## src/sv/tsc_pkg.sv

```systemverilog
`default_nettype none

package tsc_pkg;

    localparam int SAMPLE_W = 12;
    localparam int SUM_W = SAMPLE_W + 2;
    localparam int OUT_W = 9;
    localparam int POS_W = 13;
    localparam int CFG_IDX_W = 2;

    localparam int SCREEN_WIDTH_DEF = 480;
    localparam int SCREEN_HEIGHT_DEF = 320;
    localparam int DIV_STEPS_PER_STAGE = 3;

    localparam logic [SAMPLE_W-1:0] PRESS_Z1_MIN = 12'd100;
    localparam logic [SAMPLE_W-1:0] PRESS_Z2_MAX = 12'd3900;

    localparam logic [SAMPLE_W-1:0] XCHAN_LOW_RST = 12'd260;
    localparam logic [SAMPLE_W-1:0] XCHAN_HIGH_RST = 12'd1798;
    localparam logic [SAMPLE_W-1:0] YCHAN_LOW_RST = 12'd211;
    localparam logic [SAMPLE_W-1:0] YCHAN_HIGH_RST = 12'd1853;

    typedef enum logic [CFG_IDX_W-1:0] {
        REG_XCHAN_LOW,
        REG_XCHAN_HIGH,
        REG_YCHAN_LOW,
        REG_YCHAN_HIGH
    } cfg_reg_t;

    typedef struct packed {
        logic neg;
        logic degen;
        logic sat;
    } axis_flags_t;

    typedef struct packed {
        logic                pressed;
        logic [SAMPLE_W-1:0] avg_x;
        logic [SAMPLE_W-1:0] avg_y;
    } carry_t;

endpackage

`default_nettype wire

```

## src/sv/tsc_axis.sv

```systemverilog
`default_nettype none

module tsc_axis #(
    parameter int SIZE = tsc_pkg::SCREEN_WIDTH_DEF,
    parameter int STAGES = 3
) (
    input  wire logic                          clk,
    input  wire logic [STAGES+1:0]             en,
    input  wire logic [tsc_pkg::SAMPLE_W-1:0]  avg,
    input  wire logic [tsc_pkg::SAMPLE_W-1:0]  lo,
    input  wire logic [tsc_pkg::SAMPLE_W-1:0]  hi,
    output tsc_pkg::axis_flags_t               flags,
    output logic [$clog2(SIZE)-1:0]            quot
);

    import tsc_pkg::*;

    localparam int QW = $clog2(SIZE);
    localparam int NW = SAMPLE_W + QW;
    localparam int SPS = (QW + STAGES - 1) / STAGES;

    logic [SAMPLE_W-1:0] mag_reg;
    logic [SAMPLE_W-1:0] den1_reg;
    logic                neg1_reg;
    logic                degen1_reg;

    logic [NW-1:0]       prod_reg;
    logic [SAMPLE_W-1:0] den2_reg;
    axis_flags_t         flg2_reg;

    logic [SAMPLE_W-1:0] rem_reg [STAGES];
    logic [QW-1:0]       nlo_reg [STAGES];
    logic [QW-1:0]       quo_reg [STAGES];
    logic [SAMPLE_W-1:0] den_reg [STAGES];
    axis_flags_t         flg_reg [STAGES];

    logic [SAMPLE_W-1:0] rem_next [STAGES];
    logic [QW-1:0]       nlo_next [STAGES];
    logic [QW-1:0]       quo_next [STAGES];

    always_ff @(posedge clk)
    begin
        if (en[0])
        begin
            neg1_reg   <= (avg < lo);
            mag_reg    <= (avg >= lo) ? (avg - lo) : (lo - avg);
            den1_reg   <= hi - lo;
            degen1_reg <= (hi <= lo);
        end
    end

    always_ff @(posedge clk)
    begin
        if (en[1])
        begin
            prod_reg       <= NW'(mag_reg) * NW'(SIZE);
            den2_reg       <= den1_reg;
            flg2_reg.neg   <= neg1_reg;
            flg2_reg.degen <= degen1_reg;
            flg2_reg.sat   <= !neg1_reg && (mag_reg >= den1_reg);
        end
    end

    for (genvar s = 0; s < STAGES; s++)
    begin : g_div
        logic [SAMPLE_W-1:0] rem_in;
        logic [QW-1:0]       nlo_in;
        logic [QW-1:0]       quo_in;
        logic [SAMPLE_W-1:0] den_in;
        axis_flags_t         flg_in;

        if (s == 0)
        begin : g_first
            assign rem_in = prod_reg[NW-1:QW];
            assign nlo_in = prod_reg[QW-1:0];
            assign quo_in = '0;
            assign den_in = den2_reg;
            assign flg_in = flg2_reg;
        end
        else
        begin : g_next
            assign rem_in = rem_reg[s-1];
            assign nlo_in = nlo_reg[s-1];
            assign quo_in = quo_reg[s-1];
            assign den_in = den_reg[s-1];
            assign flg_in = flg_reg[s-1];
        end

        always_comb
        begin
            logic [SAMPLE_W:0]   trial;
            logic [SAMPLE_W-1:0] r;
            logic [QW-1:0]       n;
            logic [QW-1:0]       q;
            logic                qbit;
            trial = '0;
            qbit = 1'b0;
            r = rem_in;
            n = nlo_in;
            q = quo_in;
            for (int t = 0; t < SPS; t++)
            begin
                if (s * SPS + t < QW)
                begin
                    trial = {r, n[QW-1]};
                    n = n << 1;
                    qbit = (trial >= {1'b0, den_in});
                    if (qbit)
                    begin
                        r = SAMPLE_W'(trial - {1'b0, den_in});
                    end
                    else
                    begin
                        r = trial[SAMPLE_W-1:0];
                    end
                    q = (q << 1) | QW'(qbit);
                end
            end
            rem_next[s] = r;
            nlo_next[s] = n;
            quo_next[s] = q;
        end

        always_ff @(posedge clk)
        begin
            if (en[2+s])
            begin
                rem_reg[s] <= rem_next[s];
                nlo_reg[s] <= nlo_next[s];
                quo_reg[s] <= quo_next[s];
                den_reg[s] <= den_in;
                flg_reg[s] <= flg_in;
            end
        end
    end

    assign quot  = quo_reg[STAGES-1];
    assign flags = flg_reg[STAGES-1];

endmodule

`default_nettype wire

```

## src/sv/touch_sample_calibrator_core.sv

```systemverilog
`default_nettype none

// Calibrates one resistive touch report per item: the pressure test, the
// truncated means of the four X and four Y samples, and the scaled and clamped
// screen column and row. The block is a fully pipelined datapath that takes one
// item every cycle while back-pressure from the output does not stall it. The
// restoring divider that scales each axis resolves up to three quotient bits in
// each of its stages. Stages whose item has moved on refill even while the
// output is held, so bubbles close up under back-pressure. The user must write
// the calibration registers through the configuration port only while no item
// is in flight; the block itself does not enforce this.

module touch_sample_calibrator_core #(
    parameter int SCREEN_WIDTH = tsc_pkg::SCREEN_WIDTH_DEF,
    parameter int SCREEN_HEIGHT = tsc_pkg::SCREEN_HEIGHT_DEF
) (
    input  wire logic                          clk,
    input  wire logic                          rst_n,
    input  wire logic                          in_valid,
    output logic                               in_ready,
    input  wire logic [tsc_pkg::SAMPLE_W-1:0]  z1_pressure,
    input  wire logic [tsc_pkg::SAMPLE_W-1:0]  z2_pressure,
    input  wire logic [tsc_pkg::SAMPLE_W-1:0]  xchan_s0,
    input  wire logic [tsc_pkg::SAMPLE_W-1:0]  xchan_s1,
    input  wire logic [tsc_pkg::SAMPLE_W-1:0]  xchan_s2,
    input  wire logic [tsc_pkg::SAMPLE_W-1:0]  xchan_s3,
    input  wire logic [tsc_pkg::SAMPLE_W-1:0]  ychan_s0,
    input  wire logic [tsc_pkg::SAMPLE_W-1:0]  ychan_s1,
    input  wire logic [tsc_pkg::SAMPLE_W-1:0]  ychan_s2,
    input  wire logic [tsc_pkg::SAMPLE_W-1:0]  ychan_s3,
    output logic                               out_valid,
    input  wire logic                          out_ready,
    output logic                               pressed,
    output logic [tsc_pkg::OUT_W-1:0]          screen_col,
    output logic [tsc_pkg::OUT_W-1:0]          screen_row,
    output logic [tsc_pkg::SAMPLE_W-1:0]       avg_xchan,
    output logic [tsc_pkg::SAMPLE_W-1:0]       avg_ychan,
    input  wire logic                          cfg_we,
    input  wire logic [tsc_pkg::CFG_IDX_W-1:0] cfg_index,
    input  wire logic [tsc_pkg::SAMPLE_W-1:0]  cfg_data
);

    import tsc_pkg::*;

    localparam int QW_COL = $clog2(SCREEN_WIDTH);
    localparam int QW_ROW = $clog2(SCREEN_HEIGHT);
    localparam int QW_MAX = (QW_COL > QW_ROW) ? QW_COL : QW_ROW;
    localparam int DIV_STAGES = (QW_MAX + DIV_STEPS_PER_STAGE - 1) / DIV_STEPS_PER_STAGE;
    localparam int NST = DIV_STAGES + 4;
    localparam int OUT_STAGE = NST - 1;

    localparam logic [POS_W-1:0] COL_MAX = POS_W'(SCREEN_WIDTH - 1);
    localparam logic [POS_W-1:0] ROW_MAX = POS_W'(SCREEN_HEIGHT - 1);

    logic [SAMPLE_W-1:0] xchan_low_reg;
    logic [SAMPLE_W-1:0] xchan_high_reg;
    logic [SAMPLE_W-1:0] ychan_low_reg;
    logic [SAMPLE_W-1:0] ychan_high_reg;

    logic [NST-1:0] valid_reg;
    logic [NST-1:0] en;

    carry_t carry_reg [OUT_STAGE];
    carry_t carry_next;

    logic [SUM_W-1:0] sum_x;
    logic [SUM_W-1:0] sum_y;

    axis_flags_t         col_flags;
    axis_flags_t         row_flags;
    logic [QW_COL-1:0]   col_quot;
    logic [QW_ROW-1:0]   row_quot;

    logic [POS_W-1:0] col_val;
    logic [POS_W-1:0] row_val;

    logic                pressed_reg;
    logic [OUT_W-1:0]    col_reg;
    logic [OUT_W-1:0]    row_reg;
    logic [SAMPLE_W-1:0] avg_x_reg;
    logic [SAMPLE_W-1:0] avg_y_reg;

    always_ff @(posedge clk or negedge rst_n)
    begin
        if (!rst_n)
        begin
            xchan_low_reg  <= XCHAN_LOW_RST;
            xchan_high_reg <= XCHAN_HIGH_RST;
            ychan_low_reg  <= YCHAN_LOW_RST;
            ychan_high_reg <= YCHAN_HIGH_RST;
        end
        else if (cfg_we)
        begin
            case (cfg_reg_t'(cfg_index))
                REG_XCHAN_LOW:  xchan_low_reg  <= cfg_data;
                REG_XCHAN_HIGH: xchan_high_reg <= cfg_data;
                REG_YCHAN_LOW:  ychan_low_reg  <= cfg_data;
                REG_YCHAN_HIGH: ychan_high_reg <= cfg_data;
                default:        xchan_low_reg  <= xchan_low_reg;
            endcase
        end
    end

    // A stage may load when it is empty or when its item moves on.
    always_comb
    begin
        en[NST-1] = !valid_reg[NST-1] || out_ready;
        for (int k = NST - 2; k >= 0; k--)
        begin
            en[k] = !valid_reg[k] || en[k+1];
        end
    end

    assign in_ready = en[0];

    always_ff @(posedge clk or negedge rst_n)
    begin
        if (!rst_n)
        begin
            valid_reg <= '0;
        end
        else
        begin
            if (en[0])
            begin
                valid_reg[0] <= in_valid;
            end
            for (int k = 1; k < NST; k++)
            begin
                if (en[k])
                begin
                    valid_reg[k] <= valid_reg[k-1];
                end
            end
        end
    end

    always_comb
    begin
        sum_x = SUM_W'(xchan_s0) + SUM_W'(xchan_s1) + SUM_W'(xchan_s2) + SUM_W'(xchan_s3);
        sum_y = SUM_W'(ychan_s0) + SUM_W'(ychan_s1) + SUM_W'(ychan_s2) + SUM_W'(ychan_s3);
        carry_next.pressed = (z1_pressure >= PRESS_Z1_MIN) && (z2_pressure <= PRESS_Z2_MAX);
        carry_next.avg_x   = sum_x[SUM_W-1:2];
        carry_next.avg_y   = sum_y[SUM_W-1:2];
    end

    always_ff @(posedge clk)
    begin
        if (en[0])
        begin
            carry_reg[0] <= carry_next;
        end
        for (int k = 1; k < OUT_STAGE; k++)
        begin
            if (en[k])
            begin
                carry_reg[k] <= carry_reg[k-1];
            end
        end
    end

    tsc_axis #(
        .SIZE   (SCREEN_WIDTH),
        .STAGES (DIV_STAGES)
    ) u_col (
        .clk   (clk),
        .en    (en[DIV_STAGES+2:1]),
        .avg   (carry_reg[0].avg_y),
        .lo    (ychan_low_reg),
        .hi    (ychan_high_reg),
        .flags (col_flags),
        .quot  (col_quot)
    );

    tsc_axis #(
        .SIZE   (SCREEN_HEIGHT),
        .STAGES (DIV_STAGES)
    ) u_row (
        .clk   (clk),
        .en    (en[DIV_STAGES+2:1]),
        .avg   (carry_reg[0].avg_x),
        .lo    (xchan_low_reg),
        .hi    (xchan_high_reg),
        .flags (row_flags),
        .quot  (row_quot)
    );

    // A sample below the low calibration value gives a negative offset, so the column
    // clamps to its first pixel and the flipped row to its last.
    always_comb
    begin
        if (!carry_reg[OUT_STAGE-1].pressed || col_flags.degen || col_flags.neg)
        begin
            col_val = '0;
        end
        else if (col_flags.sat)
        begin
            col_val = COL_MAX;
        end
        else
        begin
            col_val = POS_W'(col_quot);
        end

        if (!carry_reg[OUT_STAGE-1].pressed || row_flags.degen)
        begin
            row_val = '0;
        end
        else if (row_flags.neg)
        begin
            row_val = ROW_MAX;
        end
        else if (row_flags.sat)
        begin
            row_val = '0;
        end
        else
        begin
            row_val = ROW_MAX - POS_W'(row_quot);
        end
    end

    always_ff @(posedge clk)
    begin
        if (en[OUT_STAGE])
        begin
            pressed_reg <= carry_reg[OUT_STAGE-1].pressed;
            col_reg     <= col_val[OUT_W-1:0];
            row_reg     <= row_val[OUT_W-1:0];
            avg_x_reg   <= carry_reg[OUT_STAGE-1].pressed ? carry_reg[OUT_STAGE-1].avg_x : '0;
            avg_y_reg   <= carry_reg[OUT_STAGE-1].pressed ? carry_reg[OUT_STAGE-1].avg_y : '0;
        end
    end

    assign out_valid  = valid_reg[OUT_STAGE];
    assign pressed    = pressed_reg;
    assign screen_col = col_reg;
    assign screen_row = row_reg;
    assign avg_xchan  = avg_x_reg;
    assign avg_ychan  = avg_y_reg;

endmodule

`default_nettype wire
```

## config.mk

```make
export PLATFORM = sky130hd
export DESIGN_NAME = touch_sample_calibrator_core
export DESIGN_NICKNAME = d
export VERILOG_FILES = /design/src/sv/tsc_pkg.sv /design/src/sv/tsc_axis.sv /design/src/sv/touch_sample_calibrator_core.sv
export SDC_FILE = /design/constraint.sdc
export NUM_CORES = 1
export LEC_CHECK = 0
export BUFFER_PORTS_ARGS = -buffer_cell sky130_fd_sc_hd__buf_2
export CORE_MARGIN = 3
export CORE_UTILIZATION = 23
export CTS_BUF_LIST = sky130_fd_sc_hd__clkbuf_8
export DETAILED_ROUTE_END_ITERATION = 7
export PLACE_DENSITY = 0.4
export SETUP_SLACK_MARGIN = 0.4
export SLEW_MARGIN = 40
export SYNTH_ARGS = -nofsm -noshare
export SYNTH_HDL_FRONTEND = slang
export SYNTH_SLANG_ARGS = --single-unit
```

## constraint.sdc

```tcl
create_clock -name clk -period 15.5 [get_ports clk]
set_input_delay 2.325 -clock clk [delete_from_list [all_inputs] [get_ports clk]]
set_output_delay 2.325 -clock clk [all_outputs]
set_load 0.02 [all_outputs]
```

# Yosys cells after proc, flatten, opt, wreduce, memory -nomap -nowiden

Memory sizes are Yosys's and may differ from the RTL's.
Index checks and enable logic that the tools add are counted.

Flip-flop bits (word level): 211
Bits in writable memories: 402
Output and inout port bits: 45
Word-level logic and storage cells: 192
Memories: 11

Memories:

| name            | words | bits a word | rd ports | clocked after memory_dff | write ports | line                               | source |
|---|---|---|---|---|---|---|---|
| carry_reg       | 6     | 25          | 6        | 0                        | 6           | touch_sample_calibrator_core.sv:63 | `carry_t carry_reg [OUT_STAGE];` |
| u_col.den_reg   | 3     | 12          | 2        | 0                        | 3           | tsc_axis.sv:34                     | `logic [SAMPLE_W-1:0] den_reg [STAGES];` |
| u_col.rem_reg   | 3     | 12          | 2        | 0                        | 3           | tsc_axis.sv:31                     | `logic [SAMPLE_W-1:0] rem_reg [STAGES];` |
| u_row.den_reg   | 3     | 12          | 2        | 0                        | 3           | tsc_axis.sv:34                     |  |
| u_row.rem_reg   | 3     | 12          | 2        | 0                        | 3           | tsc_axis.sv:31                     |  |
| u_col.quo_reg   | 3     | 9           | 3        | 0                        | 3           | tsc_axis.sv:33                     | `logic [QW-1:0] quo_reg [STAGES];` |
| 5 more memories | -     | -           | -        | -                        | -           | -                                  |  |

Add/subtract/negate cells: 31
Multipliers: 2
$lt $le $gt $ge: 28
Equality and inequality tests: 3
Mux-type cells: 35
Bitwise logic cells: 16
Reduce and logical (&&, ||, !) cells: 30

Operators by type and width:

| cell                    | number |
|---|---|
| $sub A12 B12 Y12        | 24 |
| $mux W12                | 20 |
| $ge A13 B12 Y1          | 18 |
| $or A9 B1 Y9            | 6 |
| $ge A12 B12 Y1          | 4 |
| $or A8 B1 Y8            | 4 |
| $add A13 B12 Y14        | 2 |
| $add A14 B12 Y14        | 2 |
| $or A7 B1 Y7            | 4 |
| $mux W9                 | 3 |
| $add A12 B12 Y13        | 2 |
| $le A12 B12 Y1          | 2 |
| $lt A12 B12 Y1          | 2 |
| $mul A12 B4 Y16 const B | 1 |
| $mul A12 B3 Y15 const B | 1 |
| $ge A12 B7 Y1 const B   | 1 |
| $le A12 B12 Y1 const B  | 1 |
| $mux W1                 | 12 |
| $logic_not A1 Y1        | 10 |
| $logic_or A1 B1 Y1      | 10 |
| $sub A9 B9 Y9 const A   | 1 |
| $reduce_and A2 Y1       | 4 |
| $eq A2 B2 Y1 const B    | 2 |
| $or A2 B1 Y2            | 2 |
| other kinds (5)         | 7 |

# Depth between registers and ports, before layout

Gate-level depths: netlist (run 1).

Word-level depth: 10
Mapped depth: 33
Mapped depth without buffers: 31

# By module

From an unflattened synthesis (run 1), not the netlist that was laid out.

Cell total of the unflattened synthesis: 3213
Area total of the unflattened synthesis: 35539.1 um^2

Modules (own cells, without submodules):

| module                       | instances | cells an instance | area an instance (um^2) | sequential area each (um^2) |
|---|---|---|---|---|
| tsc_axis at u_col            | 1         | 1261              | 12585.8                 | 3993.8 |
| tsc_axis at u_row            | 1         | 1230              | 12121.6                 | 3933.8 |
| touch_sample_calibrator_core | 1         | 722               | 10831.6                 | 7196.9 |

# Worst setup path after synthesis (run 1)

Ideal clock, no wire load.

Kind: in2out
From: input out_ready
To: output in_ready
Arrival time: 6.601 ns
Required time: 13.175 ns
Path slack: 6.574 ns
Cell stages on the path: 4
Buffers on the path: 0
Cell sequence: nor2b_1 -> nand3_1 -> nor2_1 -> nand4_1

Word-level cells in the longest chain between the ends: 7

Ends and longest elaborated chain:

| what                            | line                                | source |
|---|---|---|
| from (decl)                     | touch_sample_calibrator_core.sv:32  | `input wire logic out_ready,` |
| $logic_or A1 B1 Y1              | touch_sample_calibrator_core.sv:107 | `en[NST-1] = !valid_reg[NST-1] \|\| out_ready;` |
| $logic_or A1 B1 Y1 (2 in a row) | touch_sample_calibrator_core.sv:110 | `en[k] = !valid_reg[k] \|\| en[k+1];` |
| net en[4]                       | touch_sample_calibrator_core.sv:61  | `logic [NST-1:0] en;` |
| $logic_or A1 B1 Y1 (4 in a row) | touch_sample_calibrator_core.sv:110 |  |
| to (decl)                       | touch_sample_calibrator_core.sv:20  | `output logic in_ready,` |

The timed path passes the listed nets, and every way through them passes these cells.

==> results.toml, run 1 <==
[synthesis]
yosys_register_bits = 512
async_reset_ff_frac = 0.107
synth_flop_cell = "edfxtp_1"
synth_area_sq_um = 34500
portion_of_netlist_area_occupied_by_mux_cells = 0.0564
yosys.area_share.simple = 0.0969
synthCells = 3049
synth_warnings = 0
synth_top_family_by_area = "adder cells"
post_synth_edffs = 457
syn_nets = 3640
synth_seq_area_share = 0.438
synth_xor_area_frac = 0.0502
synth_cell_type_count = 99
synth_area_per_cell_sq_um = 11.3
synth-compound-area-share = 0.139
synth_fa_ha_area_frac = 0.183

[timing]
period_needed_ns = 8.44
setup_tns_ns = 0
finalWorstSetupSlack_ns = 7.06
maxSlewHeadroom = 0.476
hold_viol_final = 0
rsz0062_at_grt = "false"
setup_viol_count_final = 0
fin_crit_sh = 0.544
clock-skew-final_ns = 0.0420
fmaxAchievable_mhz = 119
pins_over_slew_limit = 0
worstMarginPinSlew_ns = 0.784

[place]
hpwl_mm = 67.9
placement.io_buffers = 181
finalWeightedCongestion = 0.799
dpl_worst_slack_ns = 7.00

[cts]
ctsHoldBuffers = 0
clock_tree.buffer_depth = 3
postCtsResizedCells = 0
tritoncts = "built"
clock-root-buffer = "clkbuf_8"
post-cts-setup-buffers = 0
tritoncts.num_buffers = 99
cts.htree.levels = 3
numClockSinks = 512
clock_insertion_delay_at_the_later_pin_of_the_skew_report_ns = 0.72
clock_transition_time_at_the_flip_flop_clock_pins_of_the_worst_setup_and_hold_paths_ns = 0.06

[route]
drtIter0Drc = 1068
route.detailed.vias_per_inst = 4.25
ant_nets = 0
wl_per_cell_um = 15.9
route.final.wire_length_mm = 85.8
drcViolationCount = 0
first_pass_iters = 5
routed-via-count = 22900

[flow_run]
cap_viol_max_count = 0

[grt]
first_pass_grt_wire_length_mm = 135
antenna_violations_before_repair = 7
grt_start_max_net_pins = 74
gr-total-overflow = 0
groute.usage.overall = 0.110
grt_pass1_vias = 23400

[floorplanning]
total_number_of_placement_rows = 141
die_height_um = 394
design.die.area_sq_um = 155000
ioPinCount = 184
start_util = 0.233
die_w_um = 394
coreArea_sq_um = 148000

[final_layout]
nNetsFinal = 3900
highest_count_cells_in_the_layout_ignoring_fill_and_taps = "457 x edfxtp_1, 365 x ha_1, 297 x inv_1"
flow.area_growth_from_synthesis_pct = 15.8
drive_above_1_share = 0.168
largest_register_ffs = 150
layout_commonest_cell = "edfxtp_1"

[critical_path]
r2r-end = "u_row.rem_reg[0][19]"
critical_path_peak_fanout = 18
rr_startpoint = "u_row.den_reg[0][4]"
timing.critical_path.required_ns = 15.94
path_class = "reg -> reg"
crit_arrival_ns = 8.88
r2r_cells = 26
cp-end-kind = "register"
r2r_setup_slack_ns = 7.06
worstSetupStartpointType = "register"

[worst_hold_path]
hold_end = "carry_reg[5][9]"
min_path_type = "reg -> reg"
timing.hold.worst.start = "carry_reg[4][9]"
hold_depth = 0

[status]
outcome = "completed"
-- worst max path at each step --
stage / from / to / slack [ns]
finish: u_row.den_reg[0][4] / u_row.rem_reg[0][19] / 7.06
global route: u_row.den2_reg[1] / u_row.rem_reg[0][6] / 6.29
CTS: u_row.den2_reg[1] / u_row.rem_reg[0][5] / 6.94
detailed placement: u_row.den2_reg[1] / u_row.rem_reg[0][10] / 7.00
global placement: u_row.den2_reg[1] / u_row.rem_reg[0][10] / 7.04
floorplan: out_ready / in_ready / 6.57
-- critical path, stage by stage (launching register included) --
cell and delay (ns):
edfxtp_1 0.42, inv_1 0.12, ha_1 0.27, or3_1 0.40, o221a_4 0.25, o41ai_4 0.39
a22o_1 0.68, mux2_2 0.43, ha_1 0.35, o21a_1 0.19, o31a_1 0.13, o311a_1 0.37
o21a_1 0.23, o21bai_1 0.20, a311oi_2 0.31, and3_4 0.36, mux2_4 0.33, ha_1 0.35
o21a_1 0.20, o31a_1 0.13, o21ai_1 0.22, a31oi_1 0.16, o41ai_1 0.50, a21oi_1 0.20
a311oi_1 0.42, a21oi_2 0.22, mux2_4 0.35
-- layout make-up --
class,count,area (sq um)
clock buffer,101,1390
inverter,280,1060
antenna,2,5.00
fill,15700,108000
multi-input combinational,2218,18200
sequential,512,15100
timing repair buffer,198,1050
clock inverter,82,638
tap,2002,2500
-- per-layer routing --
layer  wire length [um]  global-route usage
met5                 25                   0
met3               2870              0.0172
met2              36800               0.168
met1              44200               0.158
met4               1980              0.0315
-- synthesized netlist by cell type, types with 35 or more instances --
master,number,area [sq um]
inv_1,275,1030
mux2_2,114,1280
ha_1,365,4570
a21oi_1,185,926
nor2b_1,50,313
nand3_1,37,185
xnor2_1,144,1260
nand4_1,37,231
fa_1,87,1740
edfxtp_1,457,13700
dfrtp_1,35,876
nor3_1,42,210
nor2_1,196,736
o21bai_1,36,270
a21o_1,82,616
nand2_1,157,589
o21ai_0,161,806
and2_1,36,225
o21a_1,55,413
xor2_1,54,473
-- cells by family (layout without fill, tap and decap cells) --
kind of cell / after synthesis / after routing
mux: 166 / 166
xor+xnor: 198 / 198
fa+ha+maj: 452 / 452
simple gates: 679 / 679
compound gates: 723 / 723
flops: 512 / 512
buf+inv: 319 / 661
other cells: 0 / 2
-- per-stage QoR --
step	instances	utilization	instance area, sq um	hold WS (ns)
floorplan	3049	-	34500	0.400
CTS	5393	0.269	40000	0.392
global placement	5210	0.256	37900	0.402
finish	5395	0.269	40000	0.399
detailed placement	5210	0.256	37900	0.405
global route	5394	0.269	40000	0.405
Power of run 1 is not shown: default switching activity piles up to over one toggle a cycle in this logic, so the estimate is an artifact.
==> run 2, diff against run 1 <==
--- a/config.mk
+++ b/config.mk
@@ -10,7 +10,7 @@
 export CORE_UTILIZATION = 23
 export CTS_BUF_LIST = sky130_fd_sc_hd__clkbuf_8
 export DETAILED_ROUTE_END_ITERATION = 7
-export PLACE_DENSITY = 0.4
+export PLACE_DENSITY = 0.41
 export SETUP_SLACK_MARGIN = 0.4
 export SLEW_MARGIN = 40
 export SYNTH_ARGS = -nofsm -noshare
==> constraint.sdc (replaced) <==
create_clock -name clk -period 7.7 [get_ports clk]
set_input_delay 1.155 -clock clk [delete_from_list [all_inputs] [get_ports clk]]
set_output_delay 1.155 -clock clk [all_outputs]
set_load 0.02 [all_outputs]
==> run 2 against run 1 <==
Compared with the run above:
- clock-buffer cell count shrank 3
- first-iteration DRC count shrank 4.6%
- register-to-register slack lost 6.3 ns
- design area grew 2.2%
- critical path depth grew 2
- critical path type unchanged
- critical endpoint is now u_row.rem_reg[0][20]
==> results.toml, run 2 (synthesis gave the netlist of run 1 again) <==
[status]
outcome = "completed"

[cts]
cts.htree.levels = 3
tritoncts = "built"
clock_tree.buffer_depth = 3
clock_transition_time_at_the_flip_flop_clock_pins_of_the_worst_setup_and_hold_paths_ns = 0.06
ctsHoldBuffers = 0
clock_insertion_delay_at_the_later_pin_of_the_skew_report_ns = 0.71
numClockSinks = 512
tritoncts.num_buffers = 95
clock-root-buffer = "clkbuf_8"

[timing]
hold_viol_final = 0
finalWorstSetupSlack_ns = 0.766
clock-skew-final_ns = 0.0519
fmaxAchievable_mhz = 144
setup_tns_ns = 0
pins_over_slew_limit = 0
worstMarginPinSlew_ns = 0.738
rsz0062_at_grt = "false"
period_needed_ns = 6.93
fin_crit_sh = 0.901
setup_viol_count_final = 0
maxSlewHeadroom = 0.495

[grt]
grt_pass1_vias = 23900
groute.usage.overall = 0.110
gr-total-overflow = 0
antenna_violations_before_repair = 11
first_pass_grt_wire_length_mm = 135
grt_start_max_net_pins = 65

[floorplanning]
ioPinCount = 184
coreArea_sq_um = 148000
total_number_of_placement_rows = 141
design.die.area_sq_um = 155000
die_w_um = 394
die_height_um = 394
start_util = 0.233

[critical_path]
worst_path_slowest_cell = "edfxtp_1"
buffers_inverters_on_critical_path = 2
slowest_delay_ns = 0.42
path_class = "reg -> reg"
critical_path_peak_fanout = 7
worstSetupStartpointType = "register"
crit_arrival_ns = 7.35
timing.critical_path.required_ns = 8.11
critical-path-top-delay-family = "compound AO/OA/AOI/OAI gates"
cp-end-kind = "register"

[place]
placement.io_buffers = 181
hpwl_mm = 67.6
finalWeightedCongestion = 0.819
dpl_worst_slack_ns = 0.216

[final_layout]
highest_count_cells_in_the_layout_ignoring_fill_and_taps = "457 x edfxtp_1, 359 x ha_1, 302 x inv_1"
fillers = 15600
layout_commonest_cell = "edfxtp_1"
flow.area_growth_from_synthesis_pct = 18.3
nNetsFinal = 4002
drive_above_1_share = 0.200
largest_register_ffs = 150

[route]
route.detailed.vias_per_inst = 4.24
first_pass_iters = 5
drcViolationCount = 0
drtIter0Drc = 1019
routed-via-count = 23300
route.final.wire_length_mm = 85.8
wl_per_cell_um = 15.6
ant_nets = 0

[flow_run]
cap_viol_max_count = 0

[worst_hold_path]
min_path_type = "reg -> reg"
==> run 2: timing repair <==
action	4_1_cts	5_1_grt
cloned	1	0
buffers inserted	2	8
resized for setup	11	43
setup endpoints to repair	34	52
pin swaps	3	14
==> run 2: worst paths after layout <==
path	start	to	slack (ns)	cells after the start
worst max-delay path	u_row.den_reg[0][1]	u_row.rem_reg[0][20]	0.77	28
worst min-delay path	u_row.quo_reg[0][12]	u_row.quo_reg[0][24]	0.40	0
worst min register to register	u_row.quo_reg[0][12]	u_row.quo_reg[0][24]	0.40	0
min in group asynchronous	rst_n	xchan_high_reg[6]	0.60	2
worst max register to register	u_row.den_reg[0][1]	u_row.rem_reg[0][20]	0.77	28
max in group asynchronous	rst_n	ychan_low_reg[2]	6.59	2
==> run 2: final cells by class <==
type                    instances  area, sq um  share of cell area
diodes                          1         2.50           0.0000613
clock buffers                  98         1350              0.0330
clock inverters                72          510              0.0125
inverters                     280         1070              0.0261
multi-input cells            2219        18400               0.451
flip-flops and latches        512        15100               0.370
well taps                    2002         2500              0.0613
repair buffers                303         1870              0.0458
==> run 2: per-stage QoR <==
| step | utilization | area [sq um] | std cells | hold slack (ns) |
|---|---|---|---|---|
| 6_report | 0.275 | 40900 | 5487 | 0.405 |
| 5_1_grt | 0.275 | 40900 | 5487 | 0.418 |
| 4_1_cts | 0.274 | 40600 | 5478 | 0.401 |
| 3_5_place_dp | 0.261 | 38700 | 5305 | 0.405 |
| 3_3_place_gp | 0.261 | 38700 | 5305 | 0.402 |
| 2_1_floorplan | - | 34500 | 3049 | 0.400 |
==> run 2: layer usage <==
| metal | up-vias | part of all wire | global-route usage |
|---|---|---|---|
| li1 | 11900 | - | - |
| met1 | 10900 | 0.52 | 0.159 |
| met2 | 376 | 0.42 | 0.166 |
| met3 | 130 | 0.035 | 0.0182 |
| met4 | 6 | 0.025 | 0.0348 |
| met5 | - | 0.00055 | 0 |
Power of run 2 is left out for the same reason.
==> run 3, diff against run 2 <==
--- a/config.mk
+++ b/config.mk
@@ -7,10 +7,10 @@
 export LEC_CHECK = 0
 export BUFFER_PORTS_ARGS = -buffer_cell sky130_fd_sc_hd__buf_2
 export CORE_MARGIN = 3
-export CORE_UTILIZATION = 23
+export CORE_UTILIZATION = 40
 export CTS_BUF_LIST = sky130_fd_sc_hd__clkbuf_8
 export DETAILED_ROUTE_END_ITERATION = 7
-export PLACE_DENSITY = 0.41
+export PLACE_DENSITY = 0.61
 export SETUP_SLACK_MARGIN = 0.4
 export SLEW_MARGIN = 40
 export SYNTH_ARGS = -nofsm -noshare
==> run 3 against run 2 <==
Compared with the run above:
- design area shrank 3.8%
- first-iteration DRC count grew 35%
- utilization grew 18 points
- cell count shrank 17%
- global-route usage grew 5.3 points
- sequential cell count is the same
- critical endpoint is now u_col.rem_reg[0][13]
==> results.toml, run 3 (synthesis gave the netlist of run 1 again) <==
[timing]
fmaxAchievable_mhz = 143
hold_viol_final = 0
fin_crit_sh = 0.907
period_needed_ns = 6.98
setup_tns_ns = 0
rsz0062_at_grt = "false"
clock-skew-final_ns = 0.0267
setup_viol_count_final = 0
hold_slack_ns = 0.405
pins_over_slew_limit = 0
maxSlewHeadroom = 0.424
worstMarginPinSlew_ns = 0.842

[route]
drtIter0Drc = 1379
route.final.wire_length_mm = 73.5
first_pass_iters = 5
route.detailed.vias_per_inst = 5.08
ant_nets = 0
routed-via-count = 23200
drcViolationCount = 0
wl_per_cell_um = 16.1

[final_layout]
layout_commonest_cell = "edfxtp_1"
fillers = 8028
layoutNonFillerInstCount = 4563
flow.area_growth_from_synthesis_pct = 13.7
nNetsFinal = 3940
drive_above_1_share = 0.186
highest_count_cells_in_the_layout_ignoring_fill_and_taps = "457 x edfxtp_1, 361 x ha_1, 288 x inv_1"
largest_register_ffs = 150

[place]
place_inst = 4381
hpwl_mm = 57.1
placement.io_buffers = 181
finalWeightedCongestion = 0.863

[critical_path]
r2r_setup_slack_ns = 0.72
cp-end-kind = "register"
rr_startpoint = "u_col.den_reg[0][1]"
critical_path_peak_fanout = 9
buffers_inverters_on_critical_path = 4
slowest_delay_ns = 0.44
r2r-end = "u_col.rem_reg[0][13]"
worst_path_slowest_cell = "edfxtp_1"
critical-path-top-delay-family = "compound AO/OA/AOI/OAI gates"
worstSetupStartpointType = "register"
path_class = "reg -> reg"
timing.critical_path.required_ns = 8.21
r2r_cells = 29
crit_arrival_ns = 7.49

[floorplanning]
total_number_of_placement_rows = 107
start_util = 0.404
ioPinCount = 184
design.die.area_sq_um = 89900
die_height_um = 300
die_w_um = 300
coreArea_sq_um = 85400

[worst_hold_path]
hold_end = "u_col.flg_reg[0][7]"
timing.hold.worst.start = "u_col.flg_reg[0][4]"
min_path_type = "reg -> reg"
hold_depth = 0

[grt]
global_route.usage.met2 = 0.253
grt_start_max_net_pins = 77
use_met1 = 0.233
layer_with_the_highest_usage = "met2"
global_route.usage.met3 = 0.0269
groute.usage.overall = 0.163
grt_pass1_vias = 23000
antenna_violations_before_repair = 11
gr-total-overflow = 0
first_pass_grt_wire_length_mm = 119

[status]
outcome = "completed"

[cts]
numClockSinks = 512
cts.htree.levels = 3
ctsHoldBuffers = 0
tritoncts = "built"
clock_tree.buffer_depth = 3
clock_transition_time_at_the_flip_flop_clock_pins_of_the_worst_setup_and_hold_paths_ns = 0.06
clock_insertion_delay_at_the_later_pin_of_the_skew_report_ns = 0.68
tritoncts.num_buffers = 90
clock-root-buffer = "clkbuf_8"

[flow_run]
cap_viol_max_count = 0
[run 3: changes by cell type in the layout (fill, tap and decap cells not counted), moves of 3 or more]
| cell | before | now |
|---|---|---|
| inv_1 | 302 | 288 |
| clkinv_2 | 12 | 17 |
| diode_2 | 1 | 5 |
| clkbuf_8 | 98 | 92 |
| clkinv_1 | 12 | 16 |
| buf_4 | 116 | 58 |
| ha_2 | 4 | 1 |
[run 3: stage by stage]
step	util	setup WS, ns	cell area [sq um]
finish	0.460	0.715	39300
global route	0.460	0.356	39300
CTS	0.456	0.400	39000
detailed placement	0.434	0.164	37100
global placement	0.434	0.179	37100
floorplan	-	0.429	34500
[run 3: layout make-up]
cell class	count	area [sq um]	share of cell area
multi-input combinational	2219	18400	0.469
antenna	5	12.5	0.000319
inverter	280	1060	0.0271
clock buffer	92	1270	0.0322
tap	1144	1430	0.0364
clock inverter	65	507	0.0129
timing repair buffer	246	1450	0.0368
sequential	512	15100	0.385
[run 3: worst max path at each step]
stage	to	startpoint	slack [ns]	depth (start not counted)
after CTS	u_col.rem_reg[0][23]	u_col.den_reg[0][1]	0.40	29
after detailed placement	u_row.rem_reg[0][19]	u_row.den_reg[0][4]	0.16	26
after floorplan	carry_reg[1][0]	out_ready	0.43	4
final	u_col.rem_reg[0][13]	u_col.den_reg[0][1]	0.72	29
after global routing	u_col.rem_reg[0][14]	u_col.den_reg[0][1]	0.36	29
after global placement	u_row.rem_reg[0][20]	u_row.den_reg[0][5]	0.18	26
[run 3: per-layer routing]
layer,up-vias,wire length (um)
met4,4,1920
met5,-,26
met2,428,32500
li1,11800,-
met3,126,3120
met1,10900,35900
[run 3: what timing repair did]
item,4_1_cts,5_1_grt
pin swaps,6,17
setup endpoints to repair,34,53
resized for setup,13,39
hold endpoints to repair,0,0
buffers inserted,5,13
cloned,1,0
Power of run 3 is left out for the same reason.
